### src/sv/mh3_pkg.sv
package mh3_pkg;

    // Mixing constants
    localparam logic [31:0] MIX_C1     = 32'hcc9e2d51;
    localparam logic [31:0] MIX_C2     = 32'h1b873593;
    localparam logic [31:0] FOLD_ADD   = 32'he6546b64;
    localparam logic [31:0] FIN_C1     = 32'h85ebca6b;
    localparam logic [31:0] FIN_C2     = 32'hc2b2ae35;
    localparam logic [31:0] SEED_RESET = 32'd35;

    // Register map
    localparam int          ADDR_W    = 2;
    localparam logic [2:0]  FULL_WORD = 3'd4;

    // Controller to datapath commands, at most one per cycle
    typedef struct packed {
        logic load;    // capture input transfer
        logic mix1;    // k * C1
        logic mix2;    // rotl(k,15) * C2
        logic fold;    // fold key into accumulator, count length
        logic fin0;    // first finalizer multiply
        logic fin1;    // second finalizer multiply
        logic emit;    // write output register, reload seed
    } mh3_cmd_t;

    // Datapath to controller status
    typedef struct packed {
        logic last;      // captured word ends the message
        logic out_free;  // output register can take a new hash
    } mh3_status_t;

    function automatic logic [31:0] rotl32(input logic [31:0] x, input int unsigned r);
        rotl32 = (x << r) | (x >> (32 - r));
    endfunction

endpackage

### src/sv/murmur3_hash_32.sv
// Channel   | Dir | Signals                          | Contents
// s_axis    | in  | s_tvalid s_tready s_tdata        | data_word, byte_count in tuser,
//           |     | s_tuser s_tlast                  | last_word on tlast
// m_axis    | out | m_tvalid m_tready m_tdata        | hash_value
// apb       | in  | psel penable pwrite paddr pwdata | seed at byte address 0
//
// A word passes from transfer through two registered key multiplies, then the
// accumulator fold, before the next accept; a last word adds the two finalizer
// multiplies and the output write, which waits for the output register to free up.
// The datapath does at most one 32x32 multiply per cycle.
// Reset clears the controller, length and output valid; seed returns to 35.
// A hash waiting on m_tready does not block input; only the next hash's
// output write waits for the register to free up.
module murmur3_hash_32
(
    input  logic                        clk,
    input  logic                        rst_n,
    // slave stream
    input  logic                        s_tvalid,
    output logic                        s_tready,
    input  logic [31:0]                 s_tdata,   // [31:0] data_word
    input  logic [2:0]                  s_tuser,   // [2:0] byte_count
    input  logic                        s_tlast,
    // master stream
    output logic                        m_tvalid,
    input  logic                        m_tready,
    output logic [31:0]                 m_tdata,   // [31:0] hash_value
    // configuration
    input  logic                        psel,
    input  logic                        penable,
    input  logic                        pwrite,
    input  logic [mh3_pkg::ADDR_W-1:0]  paddr,
    input  logic [31:0]                 pwdata,
    output logic [31:0]                 prdata,
    output logic                        pready
);
    import mh3_pkg::*;

    mh3_cmd_t    cmd;
    mh3_status_t status;
    logic        seed_we;
    logic [31:0] seed;
    logic [ADDR_W-1:0] addr_unused;

    // APB: single register, every address in range maps to seed
    assign pready      = 1'b1;
    assign seed_we     = psel && penable && pwrite && pready;
    assign addr_unused = paddr;
    assign prdata      = (addr_unused[ADDR_W-1] == 1'b0) ? seed : seed;

    mh3_ctrl u_ctrl
    (
        .clk      (clk),
        .rst_n    (rst_n),
        .s_tvalid (s_tvalid),
        .s_tready (s_tready),
        .status   (status),
        .cmd      (cmd)
    );

    mh3_datapath u_datapath
    (
        .clk        (clk),
        .rst_n      (rst_n),
        .cmd        (cmd),
        .status     (status),
        .s_tdata    (s_tdata),
        .s_tuser    (s_tuser),
        .s_tlast    (s_tlast),
        .m_tdata    (m_tdata),
        .m_tvalid   (m_tvalid),
        .m_tready   (m_tready),
        .seed_we    (seed_we),
        .seed_wdata (pwdata),
        .seed       (seed)
    );

endmodule

### src/sv/mh3_ctrl.sv
module mh3_ctrl
(
    input  logic                 clk,
    input  logic                 rst_n,
    input  logic                 s_tvalid,
    output logic                 s_tready,
    input  mh3_pkg::mh3_status_t status,
    output mh3_pkg::mh3_cmd_t    cmd
);
    import mh3_pkg::*;

    typedef enum logic [2:0] {
        ST_IDLE,
        ST_MIX1,
        ST_MIX2,
        ST_FOLD,
        ST_FIN0,
        ST_FIN1,
        ST_EMIT
    } state_t;

    state_t state_reg;
    state_t state_next;

    // Next state
    always_comb
    begin
        state_next = state_reg;
        unique case (state_reg)
            ST_IDLE: if (s_tvalid) state_next = ST_MIX1;
            ST_MIX1: state_next = ST_MIX2;
            ST_MIX2: state_next = ST_FOLD;
            ST_FOLD: state_next = status.last ? ST_FIN0 : ST_IDLE;
            ST_FIN0: state_next = ST_FIN1;
            ST_FIN1: state_next = ST_EMIT;
            ST_EMIT: if (status.out_free) state_next = ST_IDLE;
            default: state_next = ST_IDLE;
        endcase
    end

    always_ff @(posedge clk or negedge rst_n)
    begin
        if (!rst_n)
        begin
            state_reg <= ST_IDLE;
        end
        else
        begin
            state_reg <= state_next;
        end
    end

    // Command decode
    always_comb
    begin
        cmd      = '0;
        cmd.load = (state_reg == ST_IDLE) && s_tvalid;
        cmd.mix1 = (state_reg == ST_MIX1);
        cmd.mix2 = (state_reg == ST_MIX2);
        cmd.fold = (state_reg == ST_FOLD);
        cmd.fin0 = (state_reg == ST_FIN0);
        cmd.fin1 = (state_reg == ST_FIN1);
        cmd.emit = (state_reg == ST_EMIT) && status.out_free;
    end

    assign s_tready = (state_reg == ST_IDLE);

endmodule

### src/sv/mh3_datapath.sv
module mh3_datapath
(
    input  logic                 clk,
    input  logic                 rst_n,
    input  mh3_pkg::mh3_cmd_t    cmd,
    output mh3_pkg::mh3_status_t status,
    input  logic [31:0]          s_tdata,
    input  logic [2:0]           s_tuser,
    input  logic                 s_tlast,
    output logic [31:0]          m_tdata,
    output logic                 m_tvalid,
    input  logic                 m_tready,
    input  logic                 seed_we,
    input  logic [31:0]          seed_wdata,
    output logic [31:0]          seed
);
    import mh3_pkg::*;

    logic [31:0] key_reg;
    logic [2:0]  count_reg;
    logic        last_reg;
    logic [31:0] acc_reg;
    logic [31:0] len_reg;
    logic [31:0] hash_reg;
    logic [31:0] out_reg;
    logic        out_valid_reg;
    logic        busy_reg;
    logic [31:0] seed_reg;

    logic [2:0]  count_sat;
    logic [31:0] word_masked;
    logic [31:0] acc_xor;
    logic [31:0] acc_rot;
    logic [31:0] acc_fold;
    logic [31:0] fin_x;
    logic [31:0] fin_a;
    logic [31:0] fin_b;

    // Byte count: non-last and out-of-range counts take the full word
    always_comb
    begin
        count_sat = s_tuser;
        if (!s_tlast || (s_tuser > FULL_WORD))
            count_sat = FULL_WORD;
        unique case (count_sat)
            3'd0:    word_masked = 32'h0;
            3'd1:    word_masked = {24'h0, s_tdata[7:0]};
            3'd2:    word_masked = {16'h0, s_tdata[15:0]};
            3'd3:    word_masked = {8'h0, s_tdata[23:0]};
            default: word_masked = s_tdata;
        endcase
    end

    // Fold and finalizer combinational terms
    assign acc_xor  = acc_reg ^ key_reg;
    assign acc_rot  = rotl32(acc_xor, 13);
    assign acc_fold = (acc_rot << 2) + acc_rot + FOLD_ADD;
    assign fin_x    = acc_reg ^ len_reg;
    assign fin_a    = fin_x ^ (fin_x >> 16);
    assign fin_b    = hash_reg ^ (hash_reg >> 13);

    // Payload registers
    always_ff @(posedge clk)
    begin
        if (cmd.load)
        begin
            key_reg   <= word_masked;
            count_reg <= count_sat;
            last_reg  <= s_tlast;
        end
        else if (cmd.mix1)
        begin
            key_reg <= 32'(key_reg * MIX_C1);
        end
        else if (cmd.mix2)
        begin
            key_reg <= 32'(rotl32(key_reg, 15) * MIX_C2);
        end

        if (cmd.fin0)
        begin
            hash_reg <= 32'(fin_a * FIN_C1);
        end
        else if (cmd.fin1)
        begin
            hash_reg <= 32'(fin_b * FIN_C2);
        end

        if (cmd.emit)
        begin
            out_reg <= hash_reg ^ (hash_reg >> 16);
        end
    end

    // Message state, seed and output valid
    always_ff @(posedge clk or negedge rst_n)
    begin
        if (!rst_n)
        begin
            acc_reg       <= SEED_RESET;
            len_reg       <= '0;
            busy_reg      <= 1'b0;
            seed_reg      <= SEED_RESET;
            out_valid_reg <= 1'b0;
        end
        else
        begin
            if (cmd.fold)
            begin
                acc_reg  <= (count_reg == FULL_WORD) ? acc_fold : acc_xor;
                len_reg  <= len_reg + {29'h0, count_reg};
                busy_reg <= 1'b1;
            end
            else if (cmd.emit)
            begin
                acc_reg  <= seed_reg;
                len_reg  <= '0;
                busy_reg <= 1'b0;
            end

            if (seed_we)
            begin
                seed_reg <= seed_wdata;
                if (!busy_reg)
                    acc_reg <= seed_wdata;
            end

            if (cmd.emit)
                out_valid_reg <= 1'b1;
            else if (m_tready)
                out_valid_reg <= 1'b0;
        end
    end

    assign status.last     = last_reg;
    assign status.out_free = !out_valid_reg || m_tready;
    assign m_tdata         = out_reg;
    assign m_tvalid        = out_valid_reg;
    assign seed            = seed_reg;

    // Commands are exclusive
    a_cmd_onehot: assert property (@(posedge clk) disable iff (!rst_n)
        $onehot0(cmd))
        else $error("more than one datapath command in a cycle");

    // A finished hash is never overwritten before its transfer
    a_no_overwrite: assert property (@(posedge clk) disable iff (!rst_n)
        cmd.emit |-> (!out_valid_reg || m_tready))
        else $error("output register overwritten");

    // After a hash is emitted the length restarts and no message is open
    a_emit_clears: assert property (@(posedge clk) disable iff (!rst_n)
        cmd.emit |=> (len_reg == 32'h0) && !busy_reg && out_valid_reg)
        else $error("message state not cleared after emit");

endmodule

### config.mk
export PLATFORM = sky130hd
export DESIGN_NAME = murmur3_hash_32
export DESIGN_NICKNAME = d
export VERILOG_FILES = /design/src/sv/mh3_pkg.sv /design/src/sv/murmur3_hash_32.sv /design/src/sv/mh3_ctrl.sv /design/src/sv/mh3_datapath.sv
export SDC_FILE = /design/constraint.sdc
export NUM_CORES = 2
export LEC_CHECK = 0
export ABC_AREA = 1
export BUFFER_PORTS_ARGS = -buffer_cell sky130_fd_sc_hd__buf_2
export CAP_MARGIN = 30
export CORE_MARGIN = 2
export CORE_UTILIZATION = 60
export DETAILED_ROUTE_END_ITERATION = 8
export GPL_TIMING_DRIVEN = 0
export PLACE_DENSITY = 0.77
export SYNTH_ARGS = -nofsm -noshare
export SYNTH_HDL_FRONTEND = slang
export SYNTH_SLANG_ARGS = --single-unit
### constraint.sdc
create_clock -name clk -period 13 [get_ports clk]
set_input_delay 0.65 -clock clk [delete_from_list [all_inputs] [get_ports clk]]
set_output_delay 0.65 -clock clk [all_outputs]
set_load 0.05 [all_outputs]
==> results.toml <==
[clock_tree]
cts_resized = 0
cts_num_sinks = 201
htreeDepth = 1
cts_root_buf = "clkbuf_16"
cts_max_path_buffers = 3
cts_tree = "done"
post_cts_buffers = 0
path_clk_slew_ns = 0.06
numCtsBuffers = 25
hold_buffers = 0
insertion_delay_ns = 0.57

[global_routing]
grt_first_pass_wirelength_um = 220000
grt_pass1_vias = 38965
grt_overflow_total = 0
grt_use_total_pct = 35.7
grt_max_degree = 56
antenna_found_initial = 2

[timing]
setup_tns_ns = 0
worst_pin_slew_ns = 1.11
rsz0062_at_grt = "false"
finalMaxSlewViolations = 0
maxSlewHeadroom_pct = 26.0
fmaxAchievable_ghz = 0.119
finalSetupViolCount = 0
skew_ns = 0.0159
finalHoldViolCount = 0
fin_crit_sh_pct = 64.9
layout_min_cycle_time_ns = 8.43

[die]
rows = 102
die_y_um = 285
die-area_mm2 = 0.0809
start_util_pct = 60.7
core_area_mm2 = 0.0777
ios = 144
die_w_um = 285

[logic_synthesis]
async_flop_share_pct = 50.2
synth_ff_type = "edfxtp_1"
synth_area_mm2 = 0.0472
avgSynthCellArea_um2 = 8.75
ys_types = 62
synth-warning-count = 0
synth-seq-cells = 201
ys_seq_area_share_pct = 11.7
syn-num-nets = 7004
synth_edf_count = 100
synthCells = 5393

[detailed_routing]
drc = 0
vias_per_cell = 5.66
drtPass1Iterations = 6
drt_wl_total_um = 141000
route.vias.total = 37565
wire_per_inst_um = 21.3
detail-route-antenna-nets = 0
drt_iter0_drc = 3258

[finish]
syn2layout_area_growth_pct = 6.70
n_fill_cell = 6527
num_antenna_cells = 0
nets = 7191
drive_above_1_share_pct = 5.18

[critical_path]
path_buf_inv = 4
cp_top_family = "adder cells"
cpPeakStageDelay_ns = 0.86
crit_type = "reg -> reg"
cp_common_cell = "fa_1"
critPathLaunchType = "flop"
cp.arrival_ns = 8.72
crit_slowest_cell = "xnor2_1"
critPathCaptureType = "flop"
crit_fanout = 7
crit_required_ns = 13.28

[placement]
post-dp-hpwl_um = 123000
port_buffers = 140
gp_congestion = 1.01

[flow_run]
cap_violations = 0

[worst_hold_path]
hold_path.class = "in -> async"

[status]
outcome = "completed"
## metrics by stage
stage	setup slack, ns	std cells	utilization (%)	area, um2	hold slack (ns)
final	4.57	6639	64.8	50400	0.103
after CTS	4.77	6636	64.7	50300	0.121
after detailed placement	4.81	6590	63.7	49500	0.498
after floorplan	6.20	5393	-	47200	0.354
after global placement	4.86	6573	63.3	49200	0.467
after global routing	4.34	6639	64.8	50400	0.161
## final timing paths
path	from	to	slack, ns	cells after the start
max in group asynchronous	rst_n	u_datapath.seed[1]	12.14	2
hold reg to reg	u_datapath.busy_reg	u_datapath.busy_reg	0.50	2
hold / removal	rst_n	u_datapath.seed[3]	0.10	1
setup / recovery	u_datapath.acc_reg[25]	u_datapath.hash_reg[30]	4.57	26
min in group clk	s_tlast	u_datapath.last_reg	0.32	1
setup reg to reg	u_datapath.acc_reg[25]	u_datapath.hash_reg[30]	4.57	26
## kinds of logic (layout without fill, tap and decap cells)
logic type,after synthesis,in the layout,synth area share (%)
buffers and inverters,1593,1799,12.7
and+or+nand+nor,1184,1184,10.7
AOI/OAI and AO/OA,624,624,7.69
xor gates and xnor gates,238,238,4.45
DFF,201,201,11.7
muxes,18,18,0.416
other,1,1,0.00794
adders and majority gates,1534,1534,52.3
## final cells by class
cell class              count  area (um2)  share of cell area (%)
inverters                1541        5780                    11.5
flip-flops and latches    201        5540                    11.0
plain buffers              52         218                   0.432
clock buffers              31         658                    1.31
well taps                1040        1300                    2.58
repair buffers            160        1080                    2.14
clock inverters            15         116                   0.231
multi-input cells        3599       35700                    70.8
## cells in the mapped netlist, types with 11 or more instances
master / instances / share of area [%]
o21bai_1: 14 / 0.22
nand3_1: 170 / 1.8
xor2_1: 101 / 1.9
o211ai_1: 13 / 0.21
nor3_1: 42 / 0.45
a31oi_1: 19 / 0.25
ha_1: 802 / 21
clkbuf_1: 39 / 0.31
fa_1: 732 / 31
edfxtp_1: 100 / 6.4
nor4_1: 11 / 0.15
a221oi_1: 20 / 0.37
nand3b_1: 15 / 0.24
a21oi_1: 242 / 2.6
nor2_1: 194 / 1.5
a22oi_1: 18 / 0.29
nand4_1: 37 / 0.49
xnor2_1: 135 / 2.5
o21ai_0: 203 / 2.2
a21o_1: 32 / 0.51
or2_2: 18 / 0.24
dfrtp_1: 95 / 5.0
mux2_2: 13 / 0.31
nand2_1: 675 / 5.4
inv_1: 1535 / 12
## layer usage
metal | track usage, % | vias up | part of all wire (%)
met4 | 16.8 | 2 | 5.8
met5 | 0 | - | 0.0050
met2 | 58.2 | 1682 | 46
met3 | 5.10 | 412 | 8.0
li1 | - | 17104 | -
met1 | 47.2 | 18365 | 40
## cells in the final DEF, fill, tap and decap left out, drive strengths merged, types with 2 or more instances in the layout
master / netlist / final
inv: 1539 / 1541
ha: 802 / 802
fa: 732 / 732
nand2: 682 / 682
a21oi: 244 / 244
o21ai: 213 / 213
nor2: 198 / 198
nand3: 172 / 172
buf: 12 / 172
xnor2: 137 / 137
xor2: 101 / 101
edfxtp: 100 / 100
dfrtp: 95 / 95
clkbuf: 40 / 71
nor3: 46 / 46
nand4: 37 / 37
a21o: 32 / 32
a221oi: 28 / 28
a31oi: 19 / 19
or2: 19 / 19
a22oi: 18 / 18
o21bai: 17 / 17
nand3b: 16 / 16
o211ai: 13 / 13
mux2: 13 / 13
nor4: 13 / 13
clkinv: 2 / 13
o21a: 7 / 7
o22ai: 7 / 7
a21boi: 7 / 7
dfstp: 6 / 6
o31ai: 5 / 5
a22o: 5 / 5
mux2i: 5 / 5
a211oi: 3 / 3
o221ai: 2 / 2
a31o: 2 / 2
Power is left out: the tool's default activity adds up to more than one toggle a clock period on the data nets, which glitch-free logic cannot reach.
